`config.mk`:
```
export PLATFORM = sky130hd
export DESIGN_NAME = i2c_interrupt_transfer_sequencer
export DESIGN_NICKNAME = d
export VERILOG_FILES = /design/src/sv/i2c_its_pkg.sv /design/src/sv/i2c_its_ram.sv /design/src/sv/i2c_its_ctrl.sv /design/src/sv/i2c_interrupt_transfer_sequencer.sv
export VERILOG_INCLUDE_DIRS = /design/src /design/src/sv
export SDC_FILE = /design/constraint.sdc
export NUM_CORES = 1
export LEC_CHECK = 0
export ABC_AREA = 1
export BUFFER_PORTS_ARGS = -buffer_cell sky130_fd_sc_hd__buf_4
export CORE_ASPECT_RATIO = 2
export CORE_MARGIN = 2
export CORE_UTILIZATION = 55
export CTS_CLUSTER_SIZE = 10
export DETAILED_ROUTE_END_ITERATION = 12
export PLACE_DENSITY = 0.73
export SYNTH_ARGS = -nofsm -noshare
export SYNTH_HDL_FRONTEND = slang
export SYNTH_SLANG_ARGS = --single-unit
export TNS_END_PERCENT = 10
```
`constraint.sdc`:
```
create_clock -name clk_i -period 2.5 [get_ports clk_i]
set_input_delay 0.125 -clock clk_i [delete_from_list [all_inputs] [get_ports clk_i]]
set_output_delay 0.125 -clock clk_i [all_outputs]
set_load 0.01 [all_outputs]
```
`src/sv/i2c_interrupt_transfer_sequencer_assert.svh`:
```
// Assertion macros shared by the sequencer RTL.
// Each macro expects clk_i and rst_ni to be visible in the using module.
`ifndef I2C_INTERRUPT_TRANSFER_SEQUENCER_ASSERT_SVH
`define I2C_INTERRUPT_TRANSFER_SEQUENCER_ASSERT_SVH

// The consequent must hold in the same cycle as the antecedent.
`define ITS_ASSERT_NOW(label, ante, cons, msg) \
  label: assert property (@(posedge clk_i) disable iff (!rst_ni) (ante) |-> (cons)) \
    else $error(msg);

// The consequent must hold in the cycle after the antecedent.
`define ITS_ASSERT_NEXT(label, ante, cons, msg) \
  label: assert property (@(posedge clk_i) disable iff (!rst_ni) (ante) |=> (cons)) \
    else $error(msg);

`endif

```
`src/sv/i2c_its_pkg.sv`:
```
package i2c_its_pkg;

  localparam int unsigned BufferDepth = 32;
  localparam int unsigned BufIdxW     = (BufferDepth > 1) ? $clog2(BufferDepth) : 1;

  localparam int unsigned ByteW   = 8;
  localparam int unsigned CountW  = 6;
  localparam int unsigned SlotW   = 5;
  localparam int unsigned AddrW   = 7;
  localparam int unsigned StatusW = 16;

  localparam int unsigned SAxisDataW = 56;
  localparam int unsigned SAxisUserW = 2;
  localparam int unsigned MAxisDataW = 32;
  localparam int unsigned MAxisPadW  = 2;

  // Item kinds carried on the slave-side tuser.
  localparam logic [1:0] OpStart = 2'd0;
  localparam logic [1:0] OpLoad  = 2'd1;
  localparam logic [1:0] OpFetch = 2'd2;
  localparam logic [1:0] OpEvent = 2'd3;

  // Status register one flag masks.
  localparam logic [StatusW-1:0] FlagSb    = 16'h0001;
  localparam logic [StatusW-1:0] FlagAddr  = 16'h0002;
  localparam logic [StatusW-1:0] FlagBtf   = 16'h0004;
  localparam logic [StatusW-1:0] FlagStopf = 16'h0010;
  localparam logic [StatusW-1:0] FlagRxne  = 16'h0040;
  localparam logic [StatusW-1:0] FlagTxe   = 16'h0080;
  localparam logic [StatusW-1:0] FlagTxBtf = 16'h0084;

  typedef struct packed {
    logic               we;
    logic               re;
    logic [BufIdxW-1:0] addr;
    logic [ByteW-1:0]   wdata;
  } ram_req_t;

  typedef struct packed {
    logic              wv;
    logic              wsrc_ram;
    logic              fetch;
    logic              start;
    logic              irq_en;
    logic              ack;
    logic              stop;
    logic              pe;
    logic              dbuf;
    logic              devt;
    logic [ByteW-1:0]  frame;
    logic [CountW-1:0] remaining;
  } stage_t;

  // Maps a buffer slot onto the buffer depth through a constant table.
  function automatic logic [BufIdxW-1:0] slot_index(input logic [SlotW-1:0] slot);
    logic [BufIdxW-1:0] wrap_tbl [2**SlotW];
    for (int i = 0; i < 2**SlotW; i++) begin
      wrap_tbl[i] = BufIdxW'(i % BufferDepth);
    end
    return wrap_tbl[slot];
  endfunction

  function automatic logic [BufIdxW-1:0] next_pos(input logic [BufIdxW-1:0] pos);
    return (pos == BufIdxW'(BufferDepth - 1)) ? '0 : BufIdxW'(pos + 1'b1);
  endfunction

endpackage

```
`src/sv/i2c_its_ram.sv`:
```
module i2c_its_ram #(
  parameter int unsigned Width = 8,
  parameter int unsigned Depth = 32
) (
  input  logic                                     clk_i,
  input  logic                                     we_i,
  input  logic [(Depth > 1 ? $clog2(Depth) : 1)-1:0] waddr_i,
  input  logic [Width-1:0]                         wdata_i,
  input  logic                                     re_i,
  input  logic [(Depth > 1 ? $clog2(Depth) : 1)-1:0] raddr_i,
  output logic [Width-1:0]                         rdata_o
);

  logic [Width-1:0] mem_q [Depth];

  always_ff @(posedge clk_i) begin
    if (we_i) begin
      mem_q[waddr_i] <= wdata_i;
    end
    if (re_i) begin
      rdata_o <= mem_q[raddr_i];
    end
  end

endmodule

```
`src/sv/i2c_its_ctrl.sv`:
```
// Holds the transfer state and decodes one item per accepted transfer.
module i2c_its_ctrl (
  input  logic                               clk_i,
  input  logic                               rst_ni,
  input  logic                               accept_i,
  input  logic [1:0]                         opcode_i,
  input  logic [i2c_its_pkg::AddrW-1:0]      slave_address_i,
  input  logic                               read_not_write_i,
  input  logic [i2c_its_pkg::CountW-1:0]     byte_count_i,
  input  logic [i2c_its_pkg::SlotW-1:0]      buffer_slot_i,
  input  logic [i2c_its_pkg::ByteW-1:0]      load_byte_i,
  input  logic [i2c_its_pkg::StatusW-1:0]    status_flags_i,
  input  logic                               master_flag_i,
  input  logic [i2c_its_pkg::ByteW-1:0]      received_byte_i,
  output i2c_its_pkg::ram_req_t              ram_req_o,
  output i2c_its_pkg::stage_t                stage_o
);

  logic [i2c_its_pkg::BufIdxW-1:0] pos_q, pos_d;
  logic [i2c_its_pkg::CountW-1:0]  count_q, count_d;
  logic                            dir_q, dir_d;
  logic [i2c_its_pkg::ByteW-1:0]   frame_q, frame_d;

  logic                            f_sb, f_addr, f_stopf, f_rxne, f_txe;
  logic                            tx_only, tx_btf;
  logic [i2c_its_pkg::BufIdxW-1:0] slot_idx;
  logic [i2c_its_pkg::CountW-1:0]  count_dn;

  assign f_sb     = (status_flags_i & i2c_its_pkg::FlagSb) != '0;
  assign f_addr   = (status_flags_i & i2c_its_pkg::FlagAddr) != '0;
  assign f_stopf  = (status_flags_i & i2c_its_pkg::FlagStopf) != '0;
  assign f_rxne   = (status_flags_i & i2c_its_pkg::FlagRxne) != '0;
  assign f_txe    = (status_flags_i & i2c_its_pkg::FlagTxe) != '0;
  assign tx_only  = (status_flags_i & i2c_its_pkg::FlagTxBtf) == i2c_its_pkg::FlagTxe;
  assign tx_btf   = (status_flags_i & i2c_its_pkg::FlagTxBtf) == i2c_its_pkg::FlagTxBtf;
  assign slot_idx = i2c_its_pkg::slot_index(buffer_slot_i);
  assign count_dn = (count_q != '0) ? count_q - 1'b1 : count_q;

  always_comb begin
    pos_d     = pos_q;
    count_d   = count_q;
    dir_d     = dir_q;
    frame_d   = frame_q;
    ram_req_o = '0;
    stage_o   = '0;

    case (opcode_i)
      i2c_its_pkg::OpStart: begin
        frame_d        = {slave_address_i, read_not_write_i};
        dir_d          = read_not_write_i;
        count_d        = byte_count_i;
        stage_o.start  = 1'b1;
        stage_o.irq_en = 1'b1;
      end
      i2c_its_pkg::OpLoad: begin
        ram_req_o.we    = 1'b1;
        ram_req_o.addr  = slot_idx;
        ram_req_o.wdata = load_byte_i;
      end
      i2c_its_pkg::OpFetch: begin
        ram_req_o.re  = 1'b1;
        ram_req_o.addr = slot_idx;
        stage_o.fetch = 1'b1;
      end
      default: begin
        // Peripheral event: slave actions first, then the start bit, then master actions.
        if (!master_flag_i && f_addr) begin
          pos_d = '0;
        end else if (!master_flag_i && f_txe) begin
          ram_req_o.re     = 1'b1;
          ram_req_o.addr   = pos_q;
          pos_d            = i2c_its_pkg::next_pos(pos_q);
          stage_o.wv       = 1'b1;
          stage_o.wsrc_ram = 1'b1;
        end else if (!master_flag_i && f_rxne) begin
          ram_req_o.we    = 1'b1;
          ram_req_o.addr  = pos_q;
          ram_req_o.wdata = received_byte_i;
          pos_d           = i2c_its_pkg::next_pos(pos_q);
        end else if (!master_flag_i && f_stopf) begin
          stage_o.pe = 1'b1;
        end else if (f_sb) begin
          stage_o.wv    = 1'b1;
          stage_o.frame = frame_q;
        end else if (master_flag_i && f_addr) begin
          if (!dir_q) begin
            // Address acknowledged in transmit: first byte comes from entry zero.
            ram_req_o.re     = 1'b1;
            ram_req_o.addr   = '0;
            pos_d            = i2c_its_pkg::next_pos('0);
            count_d          = count_dn;
            stage_o.wv       = 1'b1;
            stage_o.wsrc_ram = 1'b1;
            stage_o.dbuf     = (count_dn == '0);
          end else begin
            pos_d        = '0;
            stage_o.ack  = (count_q == 6'd1);
            stage_o.stop = (count_q == 6'd1);
          end
        end else if (master_flag_i && tx_only) begin
          if (count_q != '0) begin
            ram_req_o.re     = 1'b1;
            ram_req_o.addr   = pos_q;
            pos_d            = i2c_its_pkg::next_pos(pos_q);
            count_d          = count_dn;
            stage_o.wv       = 1'b1;
            stage_o.wsrc_ram = 1'b1;
            stage_o.dbuf     = (count_dn == '0);
          end
        end else if (master_flag_i && tx_btf) begin
          stage_o.stop = 1'b1;
          stage_o.devt = 1'b1;
        end else if (master_flag_i && f_rxne) begin
          ram_req_o.we    = 1'b1;
          ram_req_o.addr  = pos_q;
          ram_req_o.wdata = received_byte_i;
          pos_d           = i2c_its_pkg::next_pos(pos_q);
          count_d         = count_dn;
          stage_o.ack     = (count_dn == 6'd1);
          stage_o.stop    = (count_dn == 6'd1);
        end
      end
    endcase

    stage_o.remaining = count_d;
  end

  always_ff @(posedge clk_i or negedge rst_ni) begin
    if (!rst_ni) begin
      pos_q   <= '0;
      count_q <= '0;
      dir_q   <= 1'b0;
      frame_q <= '0;
    end else if (accept_i) begin
      pos_q   <= pos_d;
      count_q <= count_d;
      dir_q   <= dir_d;
      frame_q <= frame_d;
    end
  end

`include "i2c_interrupt_transfer_sequencer_assert.svh"

  `ITS_ASSERT_NOW(a_ram_single_op, ram_req_o.we, !ram_req_o.re, "buffer read and write in one item")
  `ITS_ASSERT_NEXT(a_state_hold, !accept_i, $stable(pos_q) && $stable(count_q), "state moved without a transfer")

endmodule

```
`src/sv/i2c_interrupt_transfer_sequencer.sv`:
```
// A result passes through the decode stage register and then the output register before it is offered.
// One item per cycle unless the output stalls; the decode stage and output register run back to back.
// The buffer memory has a write port and a registered read port, which sets the two-stage depth.
// Reset clears the buffer position, remaining count, direction and address frame.
// The buffer itself is not cleared: entries are undefined until loaded or received.
module i2c_interrupt_transfer_sequencer (
  input  logic                                   clk_i,
  input  logic                                   rst_ni,
  // Fields from bit 0 up: slave_address[6:0], read_not_write, byte_count[5:0],
  // buffer_slot[4:0], load_byte[7:0], status_flags[15:0], master_flag,
  // received_byte[7:0], zero fill.
  input  logic [i2c_its_pkg::SAxisDataW-1:0]     s_axis_tdata,
  // Fields from bit 0 up: opcode[1:0].
  input  logic [i2c_its_pkg::SAxisUserW-1:0]     s_axis_tuser,
  input  logic                                   s_axis_tvalid,
  output logic                                   s_axis_tready,
  // Fields from bit 0 up: data_write_valid, data_write_byte[7:0], issue_start,
  // enable_interrupts, clear_ack, program_stop, set_enable, disable_buffer_irq,
  // disable_event_irq, fetched_byte[7:0], bytes_remaining[5:0], zero fill.
  output logic [i2c_its_pkg::MAxisDataW-1:0]     m_axis_tdata,
  output logic                                   m_axis_tvalid,
  input  logic                                   m_axis_tready
);

  logic                          in_accept;
  logic                          advance;
  i2c_its_pkg::ram_req_t         ram_req;
  i2c_its_pkg::stage_t           stage_d, stage_q;
  logic                          stage_vld_q;
  logic                          out_vld_q;
  logic [i2c_its_pkg::MAxisDataW-1:0] out_data_q, out_data_d;
  logic [i2c_its_pkg::ByteW-1:0] ram_rdata;
  logic [i2c_its_pkg::ByteW-1:0] wr_byte, fetch_byte;

  // A new item enters whenever the decode stage is empty or will move on this cycle.
  // The output register is the skid between the decode stage and the consumer.
  assign advance       = stage_vld_q && (!out_vld_q || m_axis_tready);
  assign s_axis_tready = !stage_vld_q || !out_vld_q || m_axis_tready;
  assign in_accept     = s_axis_tvalid && s_axis_tready;

  i2c_its_ctrl u_ctrl (
    .clk_i            (clk_i),
    .rst_ni           (rst_ni),
    .accept_i         (in_accept),
    .opcode_i         (s_axis_tuser[1:0]),
    .slave_address_i  (s_axis_tdata[6:0]),
    .read_not_write_i (s_axis_tdata[7]),
    .byte_count_i     (s_axis_tdata[13:8]),
    .buffer_slot_i    (s_axis_tdata[18:14]),
    .load_byte_i      (s_axis_tdata[26:19]),
    .status_flags_i   (s_axis_tdata[42:27]),
    .master_flag_i    (s_axis_tdata[43]),
    .received_byte_i  (s_axis_tdata[51:44]),
    .ram_req_o        (ram_req),
    .stage_o          (stage_d)
  );

  // Reads are only issued with an accepted transfer, so the read data stays put
  // for as long as the decode stage is held by a stalled output.
  i2c_its_ram #(
    .Width (i2c_its_pkg::ByteW),
    .Depth (i2c_its_pkg::BufferDepth)
  ) u_buffer (
    .clk_i   (clk_i),
    .we_i    (in_accept && ram_req.we),
    .waddr_i (ram_req.addr),
    .wdata_i (ram_req.wdata),
    .re_i    (in_accept && ram_req.re),
    .raddr_i (ram_req.addr),
    .rdata_o (ram_rdata)
  );

  // The written byte is either the latched address frame or a buffer entry.
  assign wr_byte    = stage_q.wv ? (stage_q.wsrc_ram ? ram_rdata : stage_q.frame) : '0;
  assign fetch_byte = stage_q.fetch ? ram_rdata : '0;

  assign out_data_d = {{i2c_its_pkg::MAxisPadW{1'b0}}, stage_q.remaining, fetch_byte,
                       stage_q.devt, stage_q.dbuf, stage_q.pe, stage_q.stop, stage_q.ack,
                       stage_q.irq_en, stage_q.start, wr_byte, stage_q.wv};

  always_ff @(posedge clk_i or negedge rst_ni) begin
    if (!rst_ni) begin
      stage_vld_q <= 1'b0;
      out_vld_q   <= 1'b0;
    end else begin
      if (in_accept) begin
        stage_vld_q <= 1'b1;
      end else if (advance) begin
        stage_vld_q <= 1'b0;
      end
      if (advance) begin
        out_vld_q <= 1'b1;
      end else if (m_axis_tready) begin
        out_vld_q <= 1'b0;
      end
    end
  end

  always_ff @(posedge clk_i) begin
    if (in_accept) begin
      stage_q <= stage_d;
    end
    if (advance) begin
      out_data_q <= out_data_d;
    end
  end

  assign m_axis_tdata  = out_data_q;
  assign m_axis_tvalid = out_vld_q;

`include "i2c_interrupt_transfer_sequencer_assert.svh"

  `ITS_ASSERT_NOW(a_no_overrun, in_accept && stage_vld_q, advance, "decode stage overwritten while held")
  `ITS_ASSERT_NEXT(a_stage_fills, in_accept, stage_vld_q, "accepted transfer did not reach decode stage")
  `ITS_ASSERT_NOW(a_read_while_held, stage_vld_q && !advance, !(in_accept && ram_req.re), "buffer read clobbers held data")
  `ITS_ASSERT_NEXT(a_result_follows, advance, m_axis_tvalid, "decoded item not offered")

endmodule
```
==> results of run 1 <==
[cell type report]
class / count / area, sq um
clock buffer: 55 / 1079
clock inverter: 2 / 25.02
fill: 2008 / 8821
inverter: 78 / 292.8
multi-input combinational: 991 / 4438
sequential: 337 / 10010
tap: 348 / 435.4
timing repair buffer: 198 / 1695
[registers in the layout, indices dropped and copies added (netlist names)]
name and count:
u_ctrl.pos_q 5, m_axis_tdata 29, u_ctrl.count_q 6, stage_vld_q 1
u_buffer.rdata_o 8, stage_q 10, m_axis_tvalid 1, u_buffer.mem_q 256
u_ctrl.frame_q 8, out_data_d 13
[routing by layer]
layer	share of wire (%)	up-vias	GRT usage [%]	wire (um)
met5	0	-	0	0
met4	7.1	0	17.27	2715
met3	5.3	155	3.527	2016
met2	54	464	49.27	20730
met1	33	5245	27.21	12730
li1	-	5240	-	-
[worst min-delay path by stage]
stage,start,endpoint,slack [ns],cells past startpoint
global placement,rst_ni,u_ctrl.frame_q[4],0.05,1
CTS,s_axis_tuser[1],stage_q[21],0.01,2
global route,s_axis_tuser[1],stage_q[21],0.03,2
finish,rst_ni,u_ctrl.frame_q[4],0.03,2
detailed placement,rst_ni,u_ctrl.frame_q[4],0.05,1
floorplan,rst_ni,m_axis_tvalid,-0.17,0
[placed cells by master (no fill, tap or decap), types with 2 or more instances in the layout]
cell             n
a21oi_1         23
a21oi_2          2
a31oi_1          3
buf_12          10
buf_4          167
clkbuf_1        14
clkbuf_16       43
conb_1           2
dfrtp_1         21
dlygate4sd3_1   18
edfxtp_1       316
ha_1             8
inv_1           67
inv_2           11
nand2_1        601
nand2_2          5
nand2_4          3
nand2_8          2
nand3_1        149
nand3_4          2
nand4_1          4
nand4_2          2
nor2_1          98
nor2_2          11
nor2_4           8
nor3_1           8
o211ai_1         6
o21ai_0         28
o21ai_1          2
o21ai_2          8
[worst reg2reg max path: cells and delay by family, from the launching register on]
| kind | cells | cell delay [ns] |
|---|---|---|
| buffers and inverters | 3 | 0.46 |
| and+or+nand+nor | 8 | 1.00 |
| AOI/OAI and AO/OA | 1 | 0.23 |
| DFF | 1 | 0.39 |
| adders and majority gates | 1 | 0.16 |
[synthesized netlist by cell type, drive strengths merged]
library cell,instances
a21boi,1
a21oi,25
a221oi,1
a31oi,3
and2,1
buf,53
clkbuf,14
conb,1
dfrtp,21
edfxtp,316
ha,9
inv,78
nand2,611
nand3,152
nand3b,1
nand4,6
nor2,117
nor3,9
nor3b,1
nor4,1
o2111ai,1
o211ai,6
o21ai,38
o21bai,1
o22ai,1
o2bb2ai,1
o31ai,1
o41ai,1
xor2,1
[repair_timing]
| action | CTS | global route |
|---|---|---|
| gates resized for setup | 2 | 20 |
| endpoints found under the setup margin | 61 | 264 |
| hold buffers | 18 | 0 |
| pin swaps | 0 | 3 |
| hold endpoints to repair | 39 | 0 |
| gates cloned | 0 | 2 |
| setup buffers | 0 | 5 |
[kinds of logic after synthesis]
logic type      count (synthesis)  synth area share, %
compound gates                 80                3.051
fa+ha+maj                       9               0.7524
buf+inv                       145                4.322
flops                         337                66.91
other cells                     1              0.02506
xor+xnor                        1              0.05853
simple gates                  899                24.88
[power groups by stage]
stage	Sequential, mW	Clock (mW)	Combinational (mW)
6_report	6.46	5.04	1.93
5_1_grt	6.47	5.29	2.12
4_1_cts	6.46	5.09	1.84
3_5_place_dp	6.57	0	1.80
3_3_place_gp	6.56	0	1.77
2_1_floorplan	6.58	0	1.07
==> flow_summary.ini, run 1 <==
[outcome]
status = finished, violations left
violations = negative setup slack

[cts]
cts_buffer_depth = 3
cts_sinks = 337
clkLatencyLatePin_ns = 0.54
clockRootBuffer = clkbuf_16
cts_buffers = 39
tritoncts = done
cts_max_level = 2
clk_pin_slew_ns = 0.05

[place]
gp_congestion = 0.9288
place_ws_ns = -0.01387
dp_hpwl_mm = 24.99
io_buffers = 79
placed_area_sq_um = 16510
place_inst = 1927

[sta]
slew_headroom_pct = 50.03
hold_slack_ns = 0.02871
fin_crit_sh_pct = 100.6
setup_viol = 8
hold_viol = 0
finalClockSkew_ns = 0.01902
setup_slack_ns = -0.01410
slew_viol_final = 0
rsz0062_at_grt = yes
max_freq_mhz = 397.8
period_needed_ns = 2.514
final.setup.tns_ns = -0.09331
worstMarginPinSlew_ns = 0.7495

[setup_path]
reg2reg_to = u_buffer.mem_q[11][6]
cp_slowest_stage_delay_ns = 0.39
worst-path-buf-inv = 3
path_common_cell = nand2_1
path_class = reg -> reg
crit_start = u_ctrl.count_q[0]
critPathLaunchType = register
cp_num_cells = 13
critPathMaxFanout = 8
critPathRequiredTime_ns = 2.73
reg2reg_depth = 13
reg2reg_from = u_ctrl.count_q[0]
crit_family = simple AND/OR/NAND/NOR gates
end_kind = register
cp_cell_sequence = inv_2 > ha_4 > nand3_4 > nand2_1 > nand2_1 > nand2_2 > nand2_4 > a31oi_1 > nand2_1 > nor2_2 > inv_1 > nor2_1 > buf_4
worstSetupEndpoint = u_buffer.mem_q[11][6]
rrSetupSlack_ns = -0.01
cp.arrival_ns = 2.74
crit_slowest_cell = dfrtp_1

[die]
io_pins = 96
rows = 85
die_x_um = 120.6
die_height_um = 237.3
die_area_sq_um = 28630
core-area_sq_um = 26800
initial_utilization_pct = 55.85

[finish]
antennaDiodeCount = 0
final_util_pct = 67.09
layoutNonFillerInstCount = 2009
final_area_sq_um = 17980
drive_gt1_share_pct = 16.98
final_nets = 1716
area_growth_pct = 20.13

[global_route]
gr-usage-all-layers_pct = 26.52
grt_pass1_vias = 11079
antenna_found_initial = 0
grt_max_degree = 67
grt_first_pass_wirelength_mm = 57.70
grt-ovfl-total = 0

[routing]
ant_nets = 0
drc = 0
wirelength_mm = 38.20
wl_per_cell_um = 19.01
via_per_inst = 5.527
drtIter0Drc = 901
firstDrtPassIters = 6
via_count = 11104

[synthesis]
synth_area_leaders = edfxtp_1 (63%), nand2_1 (15%), nand3_1 (5.0%)
ys_ff_latch = 337
yosysUniqueCellTypes = 43
yosysSeqAreaShare_pct = 66.91
synth_cells = 1472
yosysTopAreaCellShare_pct = 63.40
ys.warnings.count = 0
avgSynthCellArea_sq_um = 10.17
synth_top_cell_by_area = edfxtp_1
synthesis.area_sq_um = 14970

[pwr]
p_switching_mw = 3.389
ir_worst_vdd_v = 0.0004906
clkPwrFrac_pct = 37.5
combPwrFrac_pct = 14.4
leakage_nw = 7.518
p_per_area_nw_per_um2 = 746.7
p_int_mw = 10.04
p_seq_share_pct = 48.1
swShare_pct = 25.24
total_power_mw = 13.43

[hold_path]
holdCritPathClass = in -> async

[flow_run]
cap_violations = 0
(Power assumes the default switching activity.)
==> run 2, diff against run 1 <==
--- a/config.mk
+++ b/config.mk
@@ -13,6 +13,7 @@
 export CORE_UTILIZATION = 55
 export CTS_CLUSTER_SIZE = 10
 export DETAILED_ROUTE_END_ITERATION = 12
+export HOLD_SLACK_MARGIN = 0.08
 export PLACE_DENSITY = 0.73
 export SYNTH_ARGS = -nofsm -noshare
 export SYNTH_HDL_FRONTEND = slang
==> run 2 against run 1 <==
The flow still finishes with violations (negative setup slack). Non-clock buffer count up 8. Sequential power about the same. Clock skew down 0.0012 ns. First-iteration DRC count up 1.7%. Routed wire length down 0.70%. Maximum frequency down 0.34%. Cell area up 0.26%. Flip-flop and latch count unchanged. Clock power about the same. Count of clock-buffer cells in the layout unchanged. Worst hold slack better by 0.087 ns. Largest power group unchanged. Highest routed layer unchanged.
==> flow_summary.ini, run 2 (synthesized netlist as in run 1, its figures left out) <==
[outcome]
status = finished, violations left
violations = negative setup slack

[die]
core-area_sq_um = 26800
die_x_um = 120.6
initial_utilization_pct = 55.85
rows = 85
die_area_sq_um = 28630
io_pins = 96
die_height_um = 237.3

[finish]
top_register = u_buffer.mem_q
largest_reg_flops = 256
multi_input_area_sq_um = 4429
seq_area_sq_um = 10010
final_util_pct = 67.26
fillers = 2006
layout_commonest_cell = nand2_1
layout_common_cells = nand2_1 (602), edfxtp_1 (316), buf_4 (169)
layoutNonFillerInstCount = 2017
drive_gt1_share_pct = 17.14
area_growth_pct = 20.45
final_nets = 1724
antennaDiodeCount = 0

[sta]
finalClockSkew_ns = 0.01781
slew_viol_final = 0
max_freq_mhz = 396.4
setup_viol = 1
fin_crit_sh_pct = 100.9
final.setup.tns_ns = -0.02271
rsz0062_at_grt = yes
slew_headroom_pct = 61.98
setup_slack_ns = -0.02271
worstMarginPinSlew_ns = 0.5689
period_needed_ns = 2.523
hold_viol = 0

[setup_path]
cp_slowest_stage_delay_ns = 0.36
cp_cell_sequence = inv_2 > ha_4 > nand3_4 > nand2_1 > nand2_1 > nand2_2 > nand2_4 > nand2_2 > buf_4 > o2bb2ai_2 > buf_4 > nor2_4 > buf_4 > nand2_1 > nand2_1 > nor2_2 > nand2_1
crit_start = u_ctrl.count_q[0]
critPathLaunchType = register
end_kind = register
path_class = reg -> reg
cp.arrival_ns = 2.80
crit_slowest_cell = dfrtp_1
critPathMaxFanout = 6
critPathRequiredTime_ns = 2.78
crit_family = simple AND/OR/NAND/NOR gates
worst-path-buf-inv = 4
path_common_cell = nand2_1
reg2reg_from = u_ctrl.count_q[0]

[routing]
topRoutingLayerUsed = met4
via_per_inst = 5.469
ant_nets = 0
wl_met1_mm = 12.74
wl_met3_mm = 1.988
via_count = 11031
firstDrtPassIters = 5
wl_met2_mm = 20.60
drtIter0Drc = 916
wirelength_mm = 37.93
drc = 0
wl_per_cell_um = 18.80

[flow_run]
cap_violations = 0

[cts]
clockRootBuffer = clkbuf_16
cts_buffers = 39
cts_max_level = 2
clkLatencyLatePin_ns = 0.54
cts_buffer_depth = 3
cts_sinks = 337
clk_pin_slew_ns = 0.06
tritoncts = done

[global_route]
antenna_found_initial = 0
grt_max_degree = 67
gr-usage-all-layers_pct = 26.62
grt_first_pass_wirelength_mm = 57.93
grt-ovfl-total = 0
grt_pass1_vias = 11139

[place]
io_buffers = 79
gp_congestion = 0.9288
place_inst = 1927
dp_hpwl_mm = 24.99

[hold_path]
holdCritPathClass = in -> reg
min_from = s_axis_tdata[43]

[pwr]
total_power_mw = 13.42
leakage_nw = 7.542
p_per_area_nw_per_um2 = 744.2
ir_worst_vdd_v = 0.0004870
-- run 2: cell count changes in the layout (fill, tap and decap cells not counted), sizes merged --
cell / before / now
dlygate4sd3: 18 / 24
clkbuf: 57 / 55
buf: 178 / 182
-- run 2: area by class of cell --
class,count,area share (%)
flip-flops and latches,337,55.55
multi-input cells,991,24.57
repair buffers,206,9.717
clock buffers,55,5.983
well taps,348,2.415
inverters,78,1.624
clock inverters,2,0.1388
-- run 2: final timing paths --
kind / end / slack [ns] / cells after the start
max: u_buffer.rdata_o[6] / -0.02 / 17
min: out_data_d[11] / 0.12 / 4
max reg2reg: u_buffer.rdata_o[6] / -0.02 / 17
min reg2reg: m_axis_tdata[25] / 0.42 / 0
max in group asynchronous: u_ctrl.count_q[3] / 1.73 / 4
min in group asynchronous: u_ctrl.frame_q[1] / 0.59 / 4
-- run 2: stage by stage --
stage	hold slack [ns]	area (sq um)	setup WS, ns
after floorplan	-0.1706	14970	-0.1182
after global placement	0.04559	16510	0.009100
after detailed placement	0.05093	16510	-0.01387
after CTS	0.1058	17890	0.004551
after global routing	0.1512	18030	-0.1153
final	0.1153	18030	-0.02271
-- run 2: worst min-delay path, delay by kind of cell --
family / cells / cell delay [ns]
buffers and inverters: 1 / 0.15
AO/OA/AOI/OAI: 2 / 0.19
AND/OR/NAND/NOR: 1 / 0.06
-- run 2: what timing repair did --
item / CTS / global route
hold buffers: 25 / 0
gates resized for setup: 2 / 21
hold endpoints to repair: 51 / 0
gates cloned: 0 / 0
endpoints found under the setup margin: 61 / 264
pin swaps: 0 / 4
buffers inserted: 0 / 8
-- run 2: metal layers --
layer  up-vias  global-route usage [%]
met5         -                       0
met4         0                   17.37
met3       148                   3.431
met2       437                   49.49
met1      5192                   27.32
li1       5254                       -
-- run 2: power by group --
| part | internal (mW) | switching (mW) |
|---|---|---|
| logic | 0.698 | 1.22 |
| registers | 6.37 | 0.0889 |
| clock network | 2.97 | 2.07 |
==> run 3, diff against run 2 <==
--- a/config.mk
+++ b/config.mk
@@ -7,7 +7,7 @@
 export NUM_CORES = 1
 export LEC_CHECK = 0
 export ABC_AREA = 1
-export BUFFER_PORTS_ARGS = -buffer_cell sky130_fd_sc_hd__buf_4
+export BUFFER_PORTS_ARGS = -buffer_cell sky130_fd_sc_hd__clkbuf_2
 export CORE_ASPECT_RATIO = 2
 export CORE_MARGIN = 2
 export CORE_UTILIZATION = 55
==> run 3 against run 2 <==
The run still ends with negative setup slack left. Worst setup slack improved by 0.014 ns. Worst hold slack improved by 0.0051 ns. Utilization down 0.99 points. Global-route usage up 0.22 points. Count of clock-buffer cells in the layout stayed put. Sequential power about the same. Clock skew grew 0.0040 ns. Register-to-register slack improved by 0.10 ns. Cell count down 0.25%. Critical endpoint is now u_buffer.mem_q[31][3]. Largest cell class unchanged. Largest power group unchanged. Highest routed layer unchanged.
==> flow_summary.ini, run 3 (synthesized netlist as in run 1, its figures left out) <==
[sta]
slew_headroom_pct = 56.14
setup_slack_ns = -0.008501
max_freq_mhz = 398.6
worstMarginPinSlew_ns = 0.6578
setup_viol = 1
period_needed_ns = 2.509
fin_crit_sh_pct = 100.3
rsz0062_at_grt = yes
hold_viol = 0
slew_viol_final = 0
finalClockSkew_ns = 0.02183

[die]
initial_utilization_pct = 55.85
die_area_sq_um = 28630
io_pins = 96
die_height_um = 237.3
core-area_sq_um = 26800
rows = 85
die_x_um = 120.6

[cts]
cts_buffer_depth = 3
cts_max_level = 2
tritoncts = done
clockRootBuffer = clkbuf_16
cts_sinks = 337
clk_pin_slew_ns = 0.05
clkLatencyLatePin_ns = 0.53
cts_buffers = 39

[global_route]
grt_use_met3_pct = 2.687
busiest_layer = met2
gr-usage-all-layers_pct = 26.84
grt_max_degree = 60
grt_pass1_vias = 11241
grt-ovfl-total = 0
grt_first_pass_wirelength_mm = 58.33
use_met2_pct = 52.39
antenna_found_initial = 0
grt_use_met1_pct = 26.16

[pwr]
leakage_nw = 7.471
ir_worst_vdd_v = 0.0006374
swShare_pct = 25.51
p_switching_mw = 3.399
p_int_mw = 9.926
p_per_area_nw_per_um2 = 750.3
total_power_mw = 13.33
clkPwrFrac_pct = 37.5
p_seq_share_pct = 48.5
combPwrFrac_pct = 14.0

[finish]
drive_gt1_share_pct = 16.95
largest_reg_flops = 256
top_register = u_buffer.mem_q
final_nets = 1718
area_growth_pct = 18.67
layout_common_cells = nand2_1 (599), edfxtp_1 (316), nand3_1 (149)
layout_commonest_cell = nand2_1
antennaDiodeCount = 0
fillers = 2093

[outcome]
status = finished, violations left
violations = negative setup slack

[routing]
wirelength_mm = 38.67
ant_nets = 0
drtIter0Drc = 914
firstDrtPassIters = 5
drc = 0
via_per_inst = 5.514
wl_per_cell_um = 19.22
via_count = 11095

[setup_path]
critPathLaunchType = primary input
cp.arrival_ns = 2.73
reg2reg_to = u_buffer.rdata_o[2]
path_class = in -> reg
critPathMaxFanout = 19
rrSetupSlack_ns = 0.08
crit_start = s_axis_tuser[1]
critPathRequiredTime_ns = 2.72
end_kind = register
reg2reg_from = u_ctrl.count_q[1]
worstSetupEndpoint = u_buffer.mem_q[31][3]
reg2reg_depth = 18

[place]
io_buffers = 79
place_ws_ns = -0.02857
gp_congestion = 0.9268
dp_hpwl_mm = 25.75

[hold_path]
hold_depth = 3
holdCritPathClass = in -> reg

[flow_run]
cap_violations = 0
run 3: cell types whose count changed in the layout (fill, tap and decap cells not counted), sizes merged:
cell         change
buf             -82
dlygate4sd3      -3
clkbuf          +79
clkinv           +1
run 3: power by group through the flow:
stage               combinational (mW)  clock [mW]  sequential, mW
finish                            1.86        5.00            6.46
CTS                               1.82        5.06            6.45
global route                      2.04        5.27            6.47
global placement                  1.75           0            6.56
floorplan                         1.07           0            6.58
detailed placement                1.78           0            6.57
run 3: worst max-delay path, stage by stage:
cell           delay, ns
dlygate4sd3_1       0.53
clkbuf_2            0.15
ha_1                0.24
inv_1               0.12
buf_4               0.26
nand2_1             0.10
a21boi_2            0.37
nand3_2             0.39
nor2_1              0.23
buf_4               0.21
run 3: stage by stage:
stage / cells / hold slack [ns] / utilization, % / TNS (ns) / cell area [sq um]
floorplan: 1473 / -0.1706 / - / -38.96 / 14970
global placement: 1932 / 0.1782 / 61.15 / 0 / 16390
detailed placement: 1932 / 0.1764 / 61.15 / -0.3598 / 16390
CTS: 2011 / 0.08753 / 66.03 / -0.003039 / 17700
global route: 2012 / 0.1303 / 66.27 / -1.504 / 17760
finish: 2012 / 0.1204 / 66.27 / -0.008501 / 17760
run 3: cell type report:
type	instances	area [sq um]	share of cell area, %
timing repair buffer	200	1518	8.545
sequential	337	10010	56.39
clock buffer	55	1057	5.953
multi-input combinational	991	4412	24.84
inverter	78	295.3	1.663
tap	348	435.4	2.452
clock inverter	3	28.78	0.1620
run 3: worst min path at each step:
stage | startpoint | slack (ns) | endpoint
3_3_place_gp | rst_ni | 0.18 | u_ctrl.frame_q[4]
4_1_cts | s_axis_tdata[12] | 0.09 | out_data_d[28]
6_report | s_axis_tdata[12] | 0.12 | out_data_d[28]
2_1_floorplan | rst_ni | -0.17 | m_axis_tvalid
5_1_grt | s_axis_tdata[12] | 0.13 | out_data_d[28]
3_5_place_dp | rst_ni | 0.18 | u_ctrl.frame_q[4]
run 3: what timing repair did:
action                                  in CTS  in global routing
resized for setup                            3                 15
buffers inserted                             0                  1
hold endpoints to repair                    46                  0
pin swaps                                    0                  1
endpoints found under the setup margin      45                252
hold buffers                                21                  0
run 3: layer usage:
layer	up-vias	part of all wire [%]
met1	5257	34
met3	141	4.5
met4	0	6.3
met5	-	0
li1	5247	-
met2	450	56
